File: config.mk
export PLATFORM = sky130hd
export DESIGN_NAME = two_node_motor_thermal_step_core
export DESIGN_NICKNAME = d
export VERILOG_FILES = /design/src/hw/rtl/tnmt_pkg.sv /design/src/hw/rtl/tnmt_cfg_regs.sv /design/src/hw/rtl/tnmt_sequencer.sv /design/src/hw/rtl/tnmt_datapath.sv /design/src/hw/rtl/two_node_motor_thermal_step_core.sv
export SDC_FILE = /design/constraint.sdc
export NUM_CORES = 2
export LEC_CHECK = 0
export BUFFER_PORTS_ARGS = -buffer_cell sky130_fd_sc_hd__buf_4
export CORE_MARGIN = 2
export CORE_UTILIZATION = 45
export CTS_BUF_LIST = sky130_fd_sc_hd__clkbuf_4 sky130_fd_sc_hd__clkbuf_8
export DETAILED_ROUTE_END_ITERATION = 10
export SETUP_SLACK_MARGIN = 0.5
export SLEW_MARGIN = 25
export SYNTH_ARGS = -nofsm -noshare
export SYNTH_HDL_FRONTEND = slang
export SYNTH_HIERARCHICAL = 1
export SYNTH_SLANG_ARGS = --single-unit
export TNS_END_PERCENT = 10
File: constraint.sdc
create_clock -name aclk -period 11.2 [get_ports aclk]
set_input_delay 2.24 -clock aclk [delete_from_list [all_inputs] [get_ports aclk]]
set_output_delay 2.24 -clock aclk [all_outputs]
set_load 0.02 [all_outputs]
File: src/hw/rtl/tnmt_pkg.sv
`timescale 1ns / 1ps
// ----------------------------------------------------------------------------
// tnmt_pkg
// Shared types, register reset values and the microprogram of the two-node
// motor thermal step core.
// ----------------------------------------------------------------------------
package tnmt_pkg;

    localparam int TEMP_W  = 26;
    localparam int NET_W   = 39;
    localparam int ACC_W   = 64;
    localparam int PROD_W  = 58;
    localparam int STEP_W  = 5;

    localparam logic signed [TEMP_W-1:0] TEMP_RESET = 26'sd1638400;

    // Register reset values
    localparam logic [25:0] AMBIENT_RESET   = 26'd1638400;
    localparam logic [23:0] INV_CAP_CU_RST  = 24'd335544;
    localparam logic [23:0] INV_CAP_MG_RST  = 24'd111848;
    localparam logic [23:0] COND_CA_RST     = 24'd32768;
    localparam logic [23:0] COND_MA_RST     = 24'd13107;
    localparam logic [23:0] COND_CM_RST     = 24'd43691;
    localparam logic [23:0] IRON_COEFF_RST  = 24'd1678;
    localparam logic [15:0] PHASE_RES_RST   = 16'd2048;

    // Register indexes
    typedef enum logic [2:0] {
        REG_AMBIENT    = 3'd0,
        REG_INV_CAP_CU = 3'd1,
        REG_INV_CAP_MG = 3'd2,
        REG_COND_CA    = 3'd3,
        REG_COND_MA    = 3'd4,
        REG_COND_CM    = 3'd5,
        REG_IRON_COEFF = 3'd6,
        REG_PHASE_RES  = 3'd7
    } reg_idx_t;

    typedef struct packed {
        logic signed [25:0] ambient_temp;
        logic [23:0]        inv_cap_copper;
        logic [23:0]        inv_cap_magnet;
        logic [23:0]        cond_copper_ambient;
        logic [23:0]        cond_magnet_ambient;
        logic [23:0]        cond_copper_magnet;
        logic [23:0]        iron_loss_coeff;
        logic [15:0]        phase_resistance;
    } cfg_t;

    // Multiplier operand A sources
    typedef enum logic [4:0] {
        A_IA, A_IB, A_IC, A_W, A_ACC0, A_ACC1, A_DCA, A_DMA, A_DCM,
        A_N0LO, A_N0HI, A_N1LO, A_N1HI, A_R0LO, A_R0HI, A_R1LO, A_R1HI
    } a_sel_t;

    // Multiplier operand B sources
    typedef enum logic [3:0] {
        B_IA, B_IB, B_IC, B_W, B_RES, B_COEF, B_CCA, B_CMA, B_CCM,
        B_ICU, B_IMG, B_DT, B_ZERO
    } b_sel_t;

    typedef enum logic [1:0] {OP_NONE, OP_LOAD, OP_ADD, OP_SUB} acc_op_t;

    // Scaling of the registered product before it reaches an accumulator
    typedef enum logic [1:0] {SH_0, SH_R8, SH_R16, SH_L20} shift_t;

    typedef enum logic [2:0] {
        WR_NONE, WR_NET, WR_RATE0, WR_RATE1, WR_TEMP0, WR_TEMP1, WR_LOAD, WR_EMIT
    } wr_t;

    typedef enum logic [1:0] {FL_NEXT, FL_BR_LOAD, FL_JUMP, FL_END} flow_t;

    typedef struct packed {
        a_sel_t              a_sel;
        b_sel_t              b_sel;
        acc_op_t             op0;
        acc_op_t             op1;
        shift_t              shift;
        wr_t                 wr;
        flow_t               flow;
        logic [STEP_W-1:0]   target;
    } ctrl_t;

    typedef struct packed {
        logic is_load;
        logic out_stall;
    } dp_status_t;

    localparam logic [STEP_W-1:0] STEP_EMIT = 5'd21;
    localparam logic [STEP_W-1:0] STEP_LOAD = 5'd22;

    function automatic ctrl_t uw(a_sel_t a, b_sel_t b, acc_op_t o0, acc_op_t o1,
                                 shift_t sh, wr_t wr, flow_t fl,
                                 logic [STEP_W-1:0] tgt);
        ctrl_t c;
        c.a_sel  = a;
        c.b_sel  = b;
        c.op0    = o0;
        c.op1    = o1;
        c.shift  = sh;
        c.wr     = wr;
        c.flow   = fl;
        c.target = tgt;
        return c;
    endfunction

    localparam ctrl_t CTRL_NOP = '{a_sel: A_IA, b_sel: B_ZERO, op0: OP_NONE,
                                   op1: OP_NONE, shift: SH_0, wr: WR_NONE,
                                   flow: FL_END, target: '0};

    // Microprogram. The product of step n is consumed by the accumulators in step n+1.
    function automatic ctrl_t ucode(logic [STEP_W-1:0] step);
        ctrl_t c;
        c = CTRL_NOP;
        unique case (step)
            5'd0:  c = uw(A_IA,   B_IA,   OP_NONE, OP_NONE, SH_0,   WR_NONE,  FL_BR_LOAD, STEP_LOAD);
            5'd1:  c = uw(A_IB,   B_IB,   OP_LOAD, OP_NONE, SH_0,   WR_NONE,  FL_NEXT, '0);
            5'd2:  c = uw(A_IC,   B_IC,   OP_ADD,  OP_NONE, SH_0,   WR_NONE,  FL_NEXT, '0);
            5'd3:  c = uw(A_W,    B_W,    OP_ADD,  OP_NONE, SH_0,   WR_NONE,  FL_NEXT, '0);
            5'd4:  c = uw(A_ACC0, B_RES,  OP_NONE, OP_LOAD, SH_0,   WR_NONE,  FL_NEXT, '0);
            5'd5:  c = uw(A_ACC1, B_COEF, OP_LOAD, OP_NONE, SH_R16, WR_NONE,  FL_NEXT, '0);
            5'd6:  c = uw(A_DCA,  B_CCA,  OP_NONE, OP_LOAD, SH_R8,  WR_NONE,  FL_NEXT, '0);
            5'd7:  c = uw(A_DMA,  B_CMA,  OP_SUB,  OP_NONE, SH_R16, WR_NONE,  FL_NEXT, '0);
            5'd8:  c = uw(A_DCM,  B_CCM,  OP_NONE, OP_SUB,  SH_R16, WR_NONE,  FL_NEXT, '0);
            5'd9:  c = uw(A_IA,   B_ZERO, OP_SUB,  OP_ADD,  SH_R16, WR_NONE,  FL_NEXT, '0);
            5'd10: c = uw(A_IA,   B_ZERO, OP_NONE, OP_NONE, SH_0,   WR_NET,   FL_NEXT, '0);
            5'd11: c = uw(A_N0LO, B_ICU,  OP_NONE, OP_NONE, SH_0,   WR_NONE,  FL_NEXT, '0);
            5'd12: c = uw(A_N0HI, B_ICU,  OP_LOAD, OP_NONE, SH_0,   WR_NONE,  FL_NEXT, '0);
            5'd13: c = uw(A_N1LO, B_IMG,  OP_ADD,  OP_NONE, SH_L20, WR_NONE,  FL_NEXT, '0);
            5'd14: c = uw(A_N1HI, B_IMG,  OP_NONE, OP_LOAD, SH_0,   WR_RATE0, FL_NEXT, '0);
            5'd15: c = uw(A_R0LO, B_DT,   OP_NONE, OP_ADD,  SH_L20, WR_NONE,  FL_NEXT, '0);
            5'd16: c = uw(A_R0HI, B_DT,   OP_LOAD, OP_NONE, SH_0,   WR_RATE1, FL_NEXT, '0);
            5'd17: c = uw(A_R1LO, B_DT,   OP_ADD,  OP_NONE, SH_L20, WR_NONE,  FL_NEXT, '0);
            5'd18: c = uw(A_R1HI, B_DT,   OP_NONE, OP_LOAD, SH_0,   WR_TEMP0, FL_NEXT, '0);
            5'd19: c = uw(A_IA,   B_ZERO, OP_NONE, OP_ADD,  SH_L20, WR_NONE,  FL_NEXT, '0);
            5'd20: c = uw(A_IA,   B_ZERO, OP_NONE, OP_NONE, SH_0,   WR_TEMP1, FL_NEXT, '0);
            5'd21: c = uw(A_IA,   B_ZERO, OP_NONE, OP_NONE, SH_0,   WR_EMIT,  FL_END,  '0);
            5'd22: c = uw(A_IA,   B_ZERO, OP_NONE, OP_NONE, SH_0,   WR_LOAD,  FL_JUMP, STEP_EMIT);
            default: c = CTRL_NOP;
        endcase
        return c;
    endfunction

endpackage

File: src/hw/rtl/tnmt_cfg_regs.sv
`timescale 1ns / 1ps
// ----------------------------------------------------------------------------
// tnmt_cfg_regs
// Configuration register bank behind the APB-style port.
// ----------------------------------------------------------------------------
module tnmt_cfg_regs (
    input  logic                aclk,
    input  logic                aresetn,
    input  logic                psel,
    input  logic                penable,
    input  logic                pwrite,
    input  logic [4:0]          paddr,
    input  logic [31:0]         pwdata,
    output logic [31:0]         prdata,
    output logic                pready,
    output tnmt_pkg::cfg_t      cfg
);
    import tnmt_pkg::*;

    cfg_t     cfg_reg;
    reg_idx_t idx;
    logic     wr_en;

    assign idx    = reg_idx_t'(paddr[4:2]);
    assign wr_en  = psel && penable && pwrite;
    assign pready = 1'b1;
    assign cfg    = cfg_reg;

    always_ff @(posedge aclk) begin
        if (!aresetn) begin
            cfg_reg.ambient_temp        <= AMBIENT_RESET;
            cfg_reg.inv_cap_copper      <= INV_CAP_CU_RST;
            cfg_reg.inv_cap_magnet      <= INV_CAP_MG_RST;
            cfg_reg.cond_copper_ambient <= COND_CA_RST;
            cfg_reg.cond_magnet_ambient <= COND_MA_RST;
            cfg_reg.cond_copper_magnet  <= COND_CM_RST;
            cfg_reg.iron_loss_coeff     <= IRON_COEFF_RST;
            cfg_reg.phase_resistance    <= PHASE_RES_RST;
        end else if (wr_en) begin
            unique case (idx)
                REG_AMBIENT:    cfg_reg.ambient_temp        <= pwdata[25:0];
                REG_INV_CAP_CU: cfg_reg.inv_cap_copper      <= pwdata[23:0];
                REG_INV_CAP_MG: cfg_reg.inv_cap_magnet      <= pwdata[23:0];
                REG_COND_CA:    cfg_reg.cond_copper_ambient <= pwdata[23:0];
                REG_COND_MA:    cfg_reg.cond_magnet_ambient <= pwdata[23:0];
                REG_COND_CM:    cfg_reg.cond_copper_magnet  <= pwdata[23:0];
                REG_IRON_COEFF: cfg_reg.iron_loss_coeff     <= pwdata[23:0];
                REG_PHASE_RES:  cfg_reg.phase_resistance    <= pwdata[15:0];
                default: ;
            endcase
        end
    end

    always_comb begin
        unique case (idx)
            REG_AMBIENT:    prdata = {{6{cfg_reg.ambient_temp[25]}}, cfg_reg.ambient_temp};
            REG_INV_CAP_CU: prdata = {8'd0, cfg_reg.inv_cap_copper};
            REG_INV_CAP_MG: prdata = {8'd0, cfg_reg.inv_cap_magnet};
            REG_COND_CA:    prdata = {8'd0, cfg_reg.cond_copper_ambient};
            REG_COND_MA:    prdata = {8'd0, cfg_reg.cond_magnet_ambient};
            REG_COND_CM:    prdata = {8'd0, cfg_reg.cond_copper_magnet};
            REG_IRON_COEFF: prdata = {8'd0, cfg_reg.iron_loss_coeff};
            REG_PHASE_RES:  prdata = {16'd0, cfg_reg.phase_resistance};
            default:        prdata = '0;
        endcase
    end

endmodule

File: src/hw/rtl/tnmt_sequencer.sv
`timescale 1ns / 1ps
// ----------------------------------------------------------------------------
// tnmt_sequencer
// Step counter and microprogram ROM; issues one control word per cycle.
// ----------------------------------------------------------------------------
module tnmt_sequencer (
    input  logic                        aclk,
    input  logic                        aresetn,
    input  logic                        start,
    input  tnmt_pkg::dp_status_t        status,
    output tnmt_pkg::ctrl_t             ctrl,
    output logic                        busy
);
    import tnmt_pkg::*;

    logic              busy_reg, busy_next;
    logic [STEP_W-1:0] step_reg, step_next;
    ctrl_t             word;

    assign word = ucode(step_reg);
    assign ctrl = busy_reg ? word : CTRL_NOP;
    assign busy = busy_reg;

    always_comb begin
        busy_next = busy_reg;
        step_next = step_reg;
        if (!busy_reg) begin
            if (start) begin
                busy_next = 1'b1;
                step_next = '0;
            end
        end else begin
            unique case (word.flow)
                FL_NEXT:    step_next = step_reg + 1'b1;
                FL_BR_LOAD: step_next = status.is_load ? word.target : step_reg + 1'b1;
                FL_JUMP:    step_next = word.target;
                FL_END: begin
                    // hold on the last step until the result register is free
                    if (!status.out_stall) begin
                        busy_next = 1'b0;
                    end
                end
                default: busy_next = 1'b0;
            endcase
        end
    end

    always_ff @(posedge aclk) begin
        if (!aresetn) begin
            busy_reg <= 1'b0;
            step_reg <= '0;
        end else begin
            busy_reg <= busy_next;
            step_reg <= step_next;
        end
    end

endmodule

File: src/hw/rtl/tnmt_datapath.sv
`timescale 1ns / 1ps
// ----------------------------------------------------------------------------
// tnmt_datapath
// Shared multiplier, two accumulators, node temperatures and result register.
// ----------------------------------------------------------------------------
module tnmt_datapath (
    input  logic                    aclk,
    input  logic                    aresetn,
    input  tnmt_pkg::cfg_t          cfg,
    input  tnmt_pkg::ctrl_t         ctrl,
    input  logic                    start,
    input  logic                    in_cmd,
    input  logic [119:0]            in_data,
    output tnmt_pkg::dp_status_t    status,
    output logic                    out_valid,
    input  logic                    out_ready,
    output logic [55:0]             out_data
);
    import tnmt_pkg::*;

    localparam logic signed [ACC_W-1:0] NET_LIM  = 64'sd274877906943;
    localparam logic signed [39:0]      TEMP_MAX = 40'sd33554431;
    localparam logic signed [39:0]      TEMP_MIN = -40'sd33554432;

    function automatic logic signed [NET_W-1:0] sat_net(logic signed [ACC_W-1:0] v);
        logic signed [NET_W-1:0] r;
        if (v > NET_LIM) begin
            r = NET_LIM[NET_W-1:0];
        end else if (v < -NET_LIM) begin
            r = -NET_LIM[NET_W-1:0];
        end else begin
            r = v[NET_W-1:0];
        end
        return r;
    endfunction

    // old temperature plus floor(acc / 2^24), saturated; zero reciprocal freezes
    function automatic logic signed [TEMP_W-1:0] upd_temp(logic signed [TEMP_W-1:0] t,
                                                         logic signed [ACC_W-1:0] acc,
                                                         logic [23:0] invcap);
        logic signed [39:0] sum;
        logic signed [TEMP_W-1:0] r;
        sum = {{14{t[TEMP_W-1]}}, t} + {acc[62], acc[62:24]};
        if (invcap == '0) begin
            r = t;
        end else if (sum > TEMP_MAX) begin
            r = TEMP_MAX[TEMP_W-1:0];
        end else if (sum < TEMP_MIN) begin
            r = TEMP_MIN[TEMP_W-1:0];
        end else begin
            r = sum[TEMP_W-1:0];
        end
        return r;
    endfunction

    function automatic logic signed [ACC_W-1:0] acc_apply(acc_op_t op,
                                                          logic signed [ACC_W-1:0] acc,
                                                          logic signed [ACC_W-1:0] p);
        logic signed [ACC_W-1:0] r;
        unique case (op)
            OP_NONE: r = acc;
            OP_LOAD: r = p;
            OP_ADD:  r = acc + p;
            OP_SUB:  r = acc - p;
            default: r = acc;
        endcase
        return r;
    endfunction

    // captured item
    logic                     cmd_reg;
    logic signed [15:0]       ia_reg, ib_reg, ic_reg, w_reg;
    logic [23:0]              dt_reg;
    logic signed [TEMP_W-1:0] load_reg;

    logic signed [TEMP_W-1:0] tc_reg, tc_next, tm_reg, tm_next;
    logic signed [PROD_W-1:0] prod_reg;
    logic signed [ACC_W-1:0]  acc0_reg, acc0_next, acc1_reg, acc1_next;
    logic signed [NET_W-1:0]  net0_reg, net1_reg, rate0_reg, rate1_reg;
    logic                     out_valid_reg, out_valid_next;
    logic [55:0]              out_data_reg, out_data_next;

    logic signed [26:0]       dca, dma, dcm;
    logic signed [32:0]       a_op;
    logic signed [24:0]       b_op;
    logic signed [ACC_W-1:0]  p_ext, p_sh;
    logic                     stall, emit;

    assign dca = {tc_reg[TEMP_W-1], tc_reg} - {cfg.ambient_temp[25], cfg.ambient_temp};
    assign dma = {tm_reg[TEMP_W-1], tm_reg} - {cfg.ambient_temp[25], cfg.ambient_temp};
    assign dcm = {tc_reg[TEMP_W-1], tc_reg} - {tm_reg[TEMP_W-1], tm_reg};

    always_comb begin
        unique case (ctrl.a_sel)
            A_IA:    a_op = {{17{ia_reg[15]}}, ia_reg};
            A_IB:    a_op = {{17{ib_reg[15]}}, ib_reg};
            A_IC:    a_op = {{17{ic_reg[15]}}, ic_reg};
            A_W:     a_op = {{17{w_reg[15]}}, w_reg};
            A_ACC0:  a_op = acc0_reg[32:0];
            A_ACC1:  a_op = acc1_reg[32:0];
            A_DCA:   a_op = {{6{dca[26]}}, dca};
            A_DMA:   a_op = {{6{dma[26]}}, dma};
            A_DCM:   a_op = {{6{dcm[26]}}, dcm};
            A_N0LO:  a_op = {13'd0, net0_reg[19:0]};
            A_N0HI:  a_op = {{14{net0_reg[38]}}, net0_reg[38:20]};
            A_N1LO:  a_op = {13'd0, net1_reg[19:0]};
            A_N1HI:  a_op = {{14{net1_reg[38]}}, net1_reg[38:20]};
            A_R0LO:  a_op = {13'd0, rate0_reg[19:0]};
            A_R0HI:  a_op = {{14{rate0_reg[38]}}, rate0_reg[38:20]};
            A_R1LO:  a_op = {13'd0, rate1_reg[19:0]};
            A_R1HI:  a_op = {{14{rate1_reg[38]}}, rate1_reg[38:20]};
            default: a_op = '0;
        endcase
    end

    always_comb begin
        unique case (ctrl.b_sel)
            B_IA:    b_op = {{9{ia_reg[15]}}, ia_reg};
            B_IB:    b_op = {{9{ib_reg[15]}}, ib_reg};
            B_IC:    b_op = {{9{ic_reg[15]}}, ic_reg};
            B_W:     b_op = {{9{w_reg[15]}}, w_reg};
            B_RES:   b_op = {9'd0, cfg.phase_resistance};
            B_COEF:  b_op = {1'b0, cfg.iron_loss_coeff};
            B_CCA:   b_op = {1'b0, cfg.cond_copper_ambient};
            B_CMA:   b_op = {1'b0, cfg.cond_magnet_ambient};
            B_CCM:   b_op = {1'b0, cfg.cond_copper_magnet};
            B_ICU:   b_op = {1'b0, cfg.inv_cap_copper};
            B_IMG:   b_op = {1'b0, cfg.inv_cap_magnet};
            B_DT:    b_op = {1'b0, dt_reg};
            B_ZERO:  b_op = '0;
            default: b_op = '0;
        endcase
    end

    assign p_ext = {{(ACC_W-PROD_W){prod_reg[PROD_W-1]}}, prod_reg};

    always_comb begin
        unique case (ctrl.shift)
            SH_0:    p_sh = p_ext;
            SH_R8:   p_sh = p_ext >>> 8;
            SH_R16:  p_sh = p_ext >>> 16;
            SH_L20:  p_sh = p_ext <<< 20;
            default: p_sh = p_ext;
        endcase
    end

    assign stall  = out_valid_reg && !out_ready;
    assign emit   = (ctrl.wr == WR_EMIT) && !stall;
    assign status = '{is_load: cmd_reg, out_stall: stall};

    always_comb begin
        acc0_next      = acc_apply(ctrl.op0, acc0_reg, p_sh);
        acc1_next      = acc_apply(ctrl.op1, acc1_reg, p_sh);
        tc_next        = tc_reg;
        tm_next        = tm_reg;
        out_valid_next = out_valid_reg;
        out_data_next  = out_data_reg;
        if (out_valid_reg && out_ready) begin
            out_valid_next = 1'b0;
        end
        unique case (ctrl.wr)
            WR_TEMP0: tc_next = upd_temp(tc_reg, acc0_reg, cfg.inv_cap_copper);
            WR_TEMP1: tm_next = upd_temp(tm_reg, acc1_reg, cfg.inv_cap_magnet);
            WR_LOAD: begin
                tc_next = load_reg;
                tm_next = load_reg;
            end
            WR_EMIT: begin
                if (emit) begin
                    out_valid_next = 1'b1;
                    out_data_next  = {4'd0, tm_reg, tc_reg};
                end
            end
            default: ;
        endcase
    end

    always_ff @(posedge aclk) begin
        if (start) begin
            cmd_reg  <= in_cmd;
            ia_reg   <= in_data[15:0];
            ib_reg   <= in_data[31:16];
            ic_reg   <= in_data[47:32];
            w_reg    <= in_data[63:48];
            dt_reg   <= in_data[87:64];
            load_reg <= in_data[113:88];
        end
        prod_reg     <= a_op * b_op;
        acc0_reg     <= acc0_next;
        acc1_reg     <= acc1_next;
        out_data_reg <= out_data_next;
        if (ctrl.wr == WR_NET) begin
            net0_reg <= sat_net(acc0_reg);
            net1_reg <= sat_net(acc1_reg);
        end
        if (ctrl.wr == WR_RATE0) begin
            rate0_reg <= acc0_reg[62:24];
        end
        if (ctrl.wr == WR_RATE1) begin
            rate1_reg <= acc1_reg[62:24];
        end
    end

    always_ff @(posedge aclk) begin
        if (!aresetn) begin
            tc_reg        <= TEMP_RESET;
            tm_reg        <= TEMP_RESET;
            out_valid_reg <= 1'b0;
        end else begin
            tc_reg        <= tc_next;
            tm_reg        <= tm_next;
            out_valid_reg <= out_valid_next;
        end
    end

    assign out_valid = out_valid_reg;
    assign out_data  = out_data_reg;

endmodule

File: src/hw/rtl/two_node_motor_thermal_step_core.sv
`timescale 1ns / 1ps
// ----------------------------------------------------------------------------
// two_node_motor_thermal_step_core
// Two-node motor thermal network: one Euler step of copper and magnet
// temperatures per integrate item, by a microprogram on one shared multiplier.
//
//  Channel  Ports          Transfer moves
//  input    s_t*           tuser: cmd; tdata: currents, speed, step time, load
//  result   m_t*           tdata: copper_temp, magnet_temp
//  config   APB p*         eight registers at byte address 4*index
//
// An integrate item runs 22 microprogram steps on the 33x25 multiplier after
// capture; a load item branches from the first step to the load and emit steps.
// One item is worked at a time; s_tready is low while the program runs.
// A waiting result holds the last step, but never blocks the next transfer
// once the program ends. Reset is synchronous, active low; no clearing pass.
// ----------------------------------------------------------------------------
module two_node_motor_thermal_step_core (
    input  logic          aclk,
    input  logic          aresetn,
    input  logic          s_tvalid,
    output logic          s_tready,
    // [15:0] current_a, [31:16] current_b, [47:32] current_c,
    // [63:48] rotor_speed, [87:64] step_time, [113:88] load_temp, [119:114] zero
    input  logic [119:0]  s_tdata,
    // [0] cmd
    input  logic [0:0]    s_tuser,
    output logic          m_tvalid,
    input  logic          m_tready,
    // [25:0] copper_temp, [51:26] magnet_temp, [55:52] zero
    output logic [55:0]   m_tdata,
    input  logic          psel,
    input  logic          penable,
    input  logic          pwrite,
    input  logic [4:0]    paddr,
    input  logic [31:0]   pwdata,
    output logic [31:0]   prdata,
    output logic          pready
);
    import tnmt_pkg::*;

    cfg_t       cfg;
    ctrl_t      ctrl;
    dp_status_t status;
    logic       busy;
    logic       start;

    assign s_tready = !busy;
    assign start    = s_tvalid && s_tready;

    tnmt_cfg_regs u_cfg (
        .aclk    (aclk),
        .aresetn (aresetn),
        .psel    (psel),
        .penable (penable),
        .pwrite  (pwrite),
        .paddr   (paddr),
        .pwdata  (pwdata),
        .prdata  (prdata),
        .pready  (pready),
        .cfg     (cfg)
    );

    tnmt_sequencer u_seq (
        .aclk    (aclk),
        .aresetn (aresetn),
        .start   (start),
        .status  (status),
        .ctrl    (ctrl),
        .busy    (busy)
    );

    tnmt_datapath u_dp (
        .aclk      (aclk),
        .aresetn   (aresetn),
        .cfg       (cfg),
        .ctrl      (ctrl),
        .start     (start),
        .in_cmd    (s_tuser[0]),
        .in_data   (s_tdata),
        .status    (status),
        .out_valid (m_tvalid),
        .out_ready (m_tready),
        .out_data  (m_tdata)
    );

`ifndef NO_ASSERTIONS
    // the program starts straight after a transfer
    a_start_busy: assert property (@(posedge aclk) disable iff (!aresetn)
        (s_tvalid && s_tready) |=> (busy && !s_tready))
        else $error("sequencer did not start after input transfer");

    // results only come out of a running program
    a_result_src: assert property (@(posedge aclk) disable iff (!aresetn)
        $rose(m_tvalid) |-> $past(busy))
        else $error("result appeared without a running program");

    // an emit step with a free result register must present the result
    a_emit: assert property (@(posedge aclk) disable iff (!aresetn)
        (ctrl.wr == WR_EMIT && !m_tvalid) |=> (m_tvalid && !busy))
        else $error("emit step did not deliver a result");
`endif

endmodule
======== Word level (Yosys, flattened, before mapping) ========
Memories as Yosys holds them, arrays and structs flattened. A register that Yosys moved wholly into a read port is not among the register bits.
Cells that the tools add are included.
Widths: inputs -> output; s select.
word-level totals
  output and inout bits ................... 91
  memories kept ........................... 1
  bits in writable memories ............... 0
  bits in latches ......................... 0
  input bits .............................. 165
  register bits after elaboration ......... 754
  bits in read-only memories .............. 768
memories
  name              depth  width  read ports  clocked after memory_dff  write ports  RTL line         text
  (name not given)  32     24     1           1                         0            tnmt_pkg.sv:115  unique case (step)
cells by class
  div/mod/pow operators ................... 0
  multiplexer cells ....................... 30
  shifts and indexed selects .............. 0
  reduce and logical (&&, ||, !) cells .... 35
  add/subtract/negate cells ............... 10
  equal/unequal tests ..................... 56
  multiply operators ...................... 1
  $lt $le $gt $ge ......................... 8
  bitwise operators ....................... 0
operators by type and width
  kind                  count
  $pmux 33 s17          1
  $pmux 64 s3           2
  $pmux 25 s12          1
  $pmux 32 s8           1
  $pmux 64 s4           1
  $mux 26               6
  $add 64x64->64        2
  $gt 64x39->1 const B  2
  $lt 64x39->1 const B  2
  $sub 64x64->64        2
  $pmux 26 s2           2
  $sub 26x26->27        3
  $add 26x39->40        2
  $gt 40x26->1 const B  2
  $lt 40x26->1 const B  2
  $mux 39               2
  $mul 33x25->58        1
  $logic_not 24->1      2
  $eq 5x4->1 const B    8
  $mux 25               1
  $mux 5                5
  $eq 3x3->1 const B    8
  $reduce_and 2->1      12
  $eq 5x3->1 const B    4
  other kinds (24)      66

======== Logic depth before layout (Yosys ltp) ========
  depth in word-level cells ............... 6
  depth in mapped cells ................... 44
  mapped depth without buffers ............ 42

======== By module ========
Netlist, hierarchy kept.
by module, submodules not included
  module                            area each (sq um)  seq. area each (sq um)  cells an instance  instances
  tnmt_datapath                     70822.9            15765.1                 7853               1
  tnmt_cfg_regs                     8578.2             3723.6                  1067               1
  tnmt_sequencer                    1746.7             580.6                   206                1
  two_node_motor_thermal_step_core  10.0               0.0                     2                  1

======== Worst setup path before layout ========
No wires, ideal clock.
  kind .................................... register to register
  start ................................... reg u_dp.tc_reg[0]
  end ..................................... reg u_dp.prod_reg[57]
  required time ........................... 11128 ps
  cell stages (with the launch flop) ...... 43
  arrival time ............................ 10098 ps
  slack ................................... 1030 ps
  setup time .............................. 72 ps
  cell sequence ........................... dfxtp_1 > inv_1 > ha_1 > fa_1 > nor2b_1 > o21a_1 > o21ai_0 > a31oi_1 > o2111ai_1 > a21boi_0 > o2111ai_1 > a32oi_1 > o21ba_2 > o21ai_0 > a221o_1 > clkbuf_1 > clkbuf_1 > o22ai_1 > (+7 left out) > fa_1 > fa_1 > inv_1 > fa_1 > inv_1 > ha_1 > a21o_1 > a21o_1 > a21oi_1 > o21bai_1 > a21o_1 > a211oi_1 > nor3b_1 > o41a_1 > o41ai_1 > o21ai_0 > a21oi_1 > xnor2_1
on the way
  cells in the longest elaborated chain, start to end .. 3
  elaborated cells between the ends (all ways) .. 4
  classes of those cells .................. 2 x add/sub; 1 x mul; 1 x mux
ends and longest elaborated chain
  what                               RTL line                                  text
  start: declaration                 tnmt_datapath.sv:76                       logic signed [TEMP_W-1:0] tc_reg, tc_next, tm_reg, tm_next;
  start signal: assignment           tnmt_datapath.sv:210                      tc_reg <= tc_next;
  $sub 26x26->27 (on tied branches)  tnmt_datapath.sv:91, tnmt_datapath.sv:89
  $pmux 33 s17 *                     tnmt_datapath.sv:94                       unique case (ctrl.a_sel)
  $mul 33x25->58 *                   tnmt_datapath.sv:188                      prod_reg <= a_op * b_op;
  end signal: assignment             tnmt_datapath.sv:188
  end: declaration                   tnmt_datapath.sv:77                       logic signed [PROD_W-1:0] prod_reg;
Every way passes the cells marked *; elsewhere a longest branch is shown, timed or not.
A chain may end at the register's enable or synchronous reset.

======== Worst setup path after layout ========
  start ................................... reg u_dp.tm_reg[15]
  end ..................................... reg u_dp.prod_reg[55]
on the way
  cells in the longest elaborated chain, start to end .. 3
  elaborated cells between the ends (all ways) .. 4
  classes of those cells .................. 2 x add/sub; 1 x mul; 1 x mux
ends and longest elaborated chain
  what                               RTL line                                  text
  start: declaration                 tnmt_datapath.sv:76
  start signal: assignment           tnmt_datapath.sv:211                      tm_reg <= tm_next;
  $sub 26x26->27 (on tied branches)  tnmt_datapath.sv:91, tnmt_datapath.sv:90
  $pmux 33 s17 *                     tnmt_datapath.sv:94
  $mul 33x25->58 *                   tnmt_datapath.sv:188
Marks and branches as above.

==> reports/metrics.cfg <==
[detailed_routing]
drc=0
routedWlPerCell_um=29.3
wl_um=348000
vias=73400
dr.pass1.iters=7
ant_nets=0
via_per_inst=6.18
drtIter0Drc=8734

[layout]
drive_gt1_frac=0.120
finish.net_count=10800
syn2layout_area_growth_pct=11.6
largest_register_ff_count=186
final-seq-area_sq_mm=0.0201
multiInputGateArea_sq_mm=0.0558
fillers=16900
final_cells=11900
final_area_sq_mm=0.0905

[timing]
fin_ws_ps=757
slew-limit-headroom=0.261
finalHoldViolations=0
setup_viol=0
finalMaxSlewViolations=0
post-route-period-util=0.932
rsz0062_at_grt=no
period_minus_slack_ps=10440
fmax_mhz=95.8
skew_ps=68.3
whs_ps=470
tightest_slew_ps=1100

[power]
power_mw=26.1
p_sw_mw=13.6
leakage_nw=40.0
p_seq_frac=0.152
netSwitchingFraction=0.520
p_clk_frac=0.117
pwr_density_cell_mw_per_mm2=289
p_comb_frac=0.731
vdd_ir_drop_max_uv=523
p_int_mw=12.5

[min_path]
hp-class=reg -> reg

[floorplanning]
die_x_um=429
num_rows=155
initial_core_util=0.454
dieArea_sq_mm=0.184
core_sq_mm=0.179
ios=256
die_y_um=429

[clocking]
clock_latency_ps=940
clk_pin_slew_ps=70
tritoncts=built
cts.sinks=777
cts_buffers=139
cts_hold_buf=0
htree_levels=4
cts-root-buf=clkbuf_8
clock_path_buffers=3

[critical_path]
r2r_end=u_dp/prod_reg[55]
required_ps=12030
r2r_cells=40
crit_path_end=u_dp/prod_reg[55]
worst-path-stages=40
crit_type=reg -> reg
path_max_fanout=12
slowest_delay_ps=560
reg2reg_slack_ps=760
cp-start-kind=flip-flop
crit_slowest_cell=fa_1
crit_start=u_dp/tm_reg[15]
worst-path-buf-inv=9
cp.arrival_ps=11270
r2r_start=u_dp/tm_reg[15]
path_delay_family=adder cells
crit_top_cell=fa_1
cp-end-kind=flip-flop

[global_route]
grt_pass1_vias=70800
grt_max_degree=128
grt_remaining_overflow=0
grt_use_total=0.370
antenna_found_initial=38
grt_pass1_wl_um=496000

[placement]
dpl.hpwl_um=274000
placedCellCount=11600
portBuffers=236
place_area_sq_mm=0.0865
gp_congestion=1.04
pre_cts_ws_ps=-17.4

[run_status]
status=complete, no violations

[run]
drv_cap=0

[synth]
netlist_area_sq_mm=0.0811
postSynthAreaPerCell_sq_um=8.89
postSynthCellCount=9120
ys_warn_count=6

==> power groups by stage <==
stage / Combinational [mW] / Sequential [mW] / Clock (mW)
floorplan: 12.5 / 3.67 / 0
global placement: 18.3 / 3.96 / 0
detailed placement: 18.4 / 3.96 / 0
CTS: 18.6 / 3.90 / 3.07
global route: 21.1 / 3.93 / 3.19
finish: 19.1 / 3.97 / 3.05
==> worst min-delay path, delay by kind of cell (launching register included) <==
kind            cells  cell delay (ps)
compound gates      1               50
simple gates        1               60
flops               1              320
==> through the flow <==
stage / utilization / TNS (ps)
after CTS: 0.502 / 0
after global placement: 0.484 / 0
after global routing: 0.506 / 0
final: 0.506 / 0
after detailed placement: 0.484 / -17.4
after floorplan: - / 0
==> final cells by class <==
class,count,area share
repair buffers,583,0.0511
diodes,31,0.000857
clock buffers,195,0.0272
well taps,2355,0.0326
multi-input cells,6825,0.617
clock inverters,61,0.00659
inverters,1041,0.0432
flip-flops and latches,777,0.222
==> layout by cell type (no fill, tap or decap), types with 41 or more instances in the layout <==
master    count
o21a_1       62
fa_1        847
nand2_1    1251
nor2_1      678
buf_4       559
xnor2_1     239
a22o_1       80
clkbuf_8    160
nor2b_1      80
o21ai_0     420
nor3_1       83
a21boi_0     92
edfxtp_1    451
a21o_1      179
nand3_1     170
a31oi_1      75
nand2b_1     55
inv_1      1038
a21boi_1     67
a21oi_1     506
dfxtp_1     316
nor4_1       58
mux2i_1      69
and2_1       79
mux2_2       52
nand4_1      88
a22oi_1     114
a221oi_1    105
ha_1        451
and3_1       41
xor2_1      167
==> metal layers <==
layer | up-vias | GRT usage | wire (um)
met2 | 4232 | 0.546 | 148000
met3 | 955 | 0.103 | 37800
met1 | 36400 | 0.479 | 136000
met5 | - | 0 | 150
met4 | 22 | 0.233 | 25600
li1 | 31700 | - | -
==> worst min path at each step <==
stage / cells after the start / startpoint / to / slack [ps]
after floorplan: 2 / u_cfg/cfg[75] / u_cfg/cfg[75] / 450
after global placement: 2 / u_cfg/cfg[85] / u_cfg/cfg[85] / 460
after detailed placement: 2 / u_cfg/cfg[96] / u_cfg/cfg[96] / 460
after CTS: 2 / u_cfg/cfg[96] / u_cfg/cfg[96] / 470
after global routing: 0 / u_dp/tm_reg[22] / u_dp/out_data[48] / 470
final: 2 / u_cfg/cfg[96] / u_cfg/cfg[96] / 470
==> what timing repair did <==
action / in CTS / in global routing
endpoints found under the hold margin: 0 / 0
pin swaps: 4 / 31
endpoints found under the setup margin: 12 / 17
resized for setup: 45 / 109
gates cloned: 1 / 1
buffers inserted: 5 / 20
No activity file was read; power rests on OpenSTA's default activity.
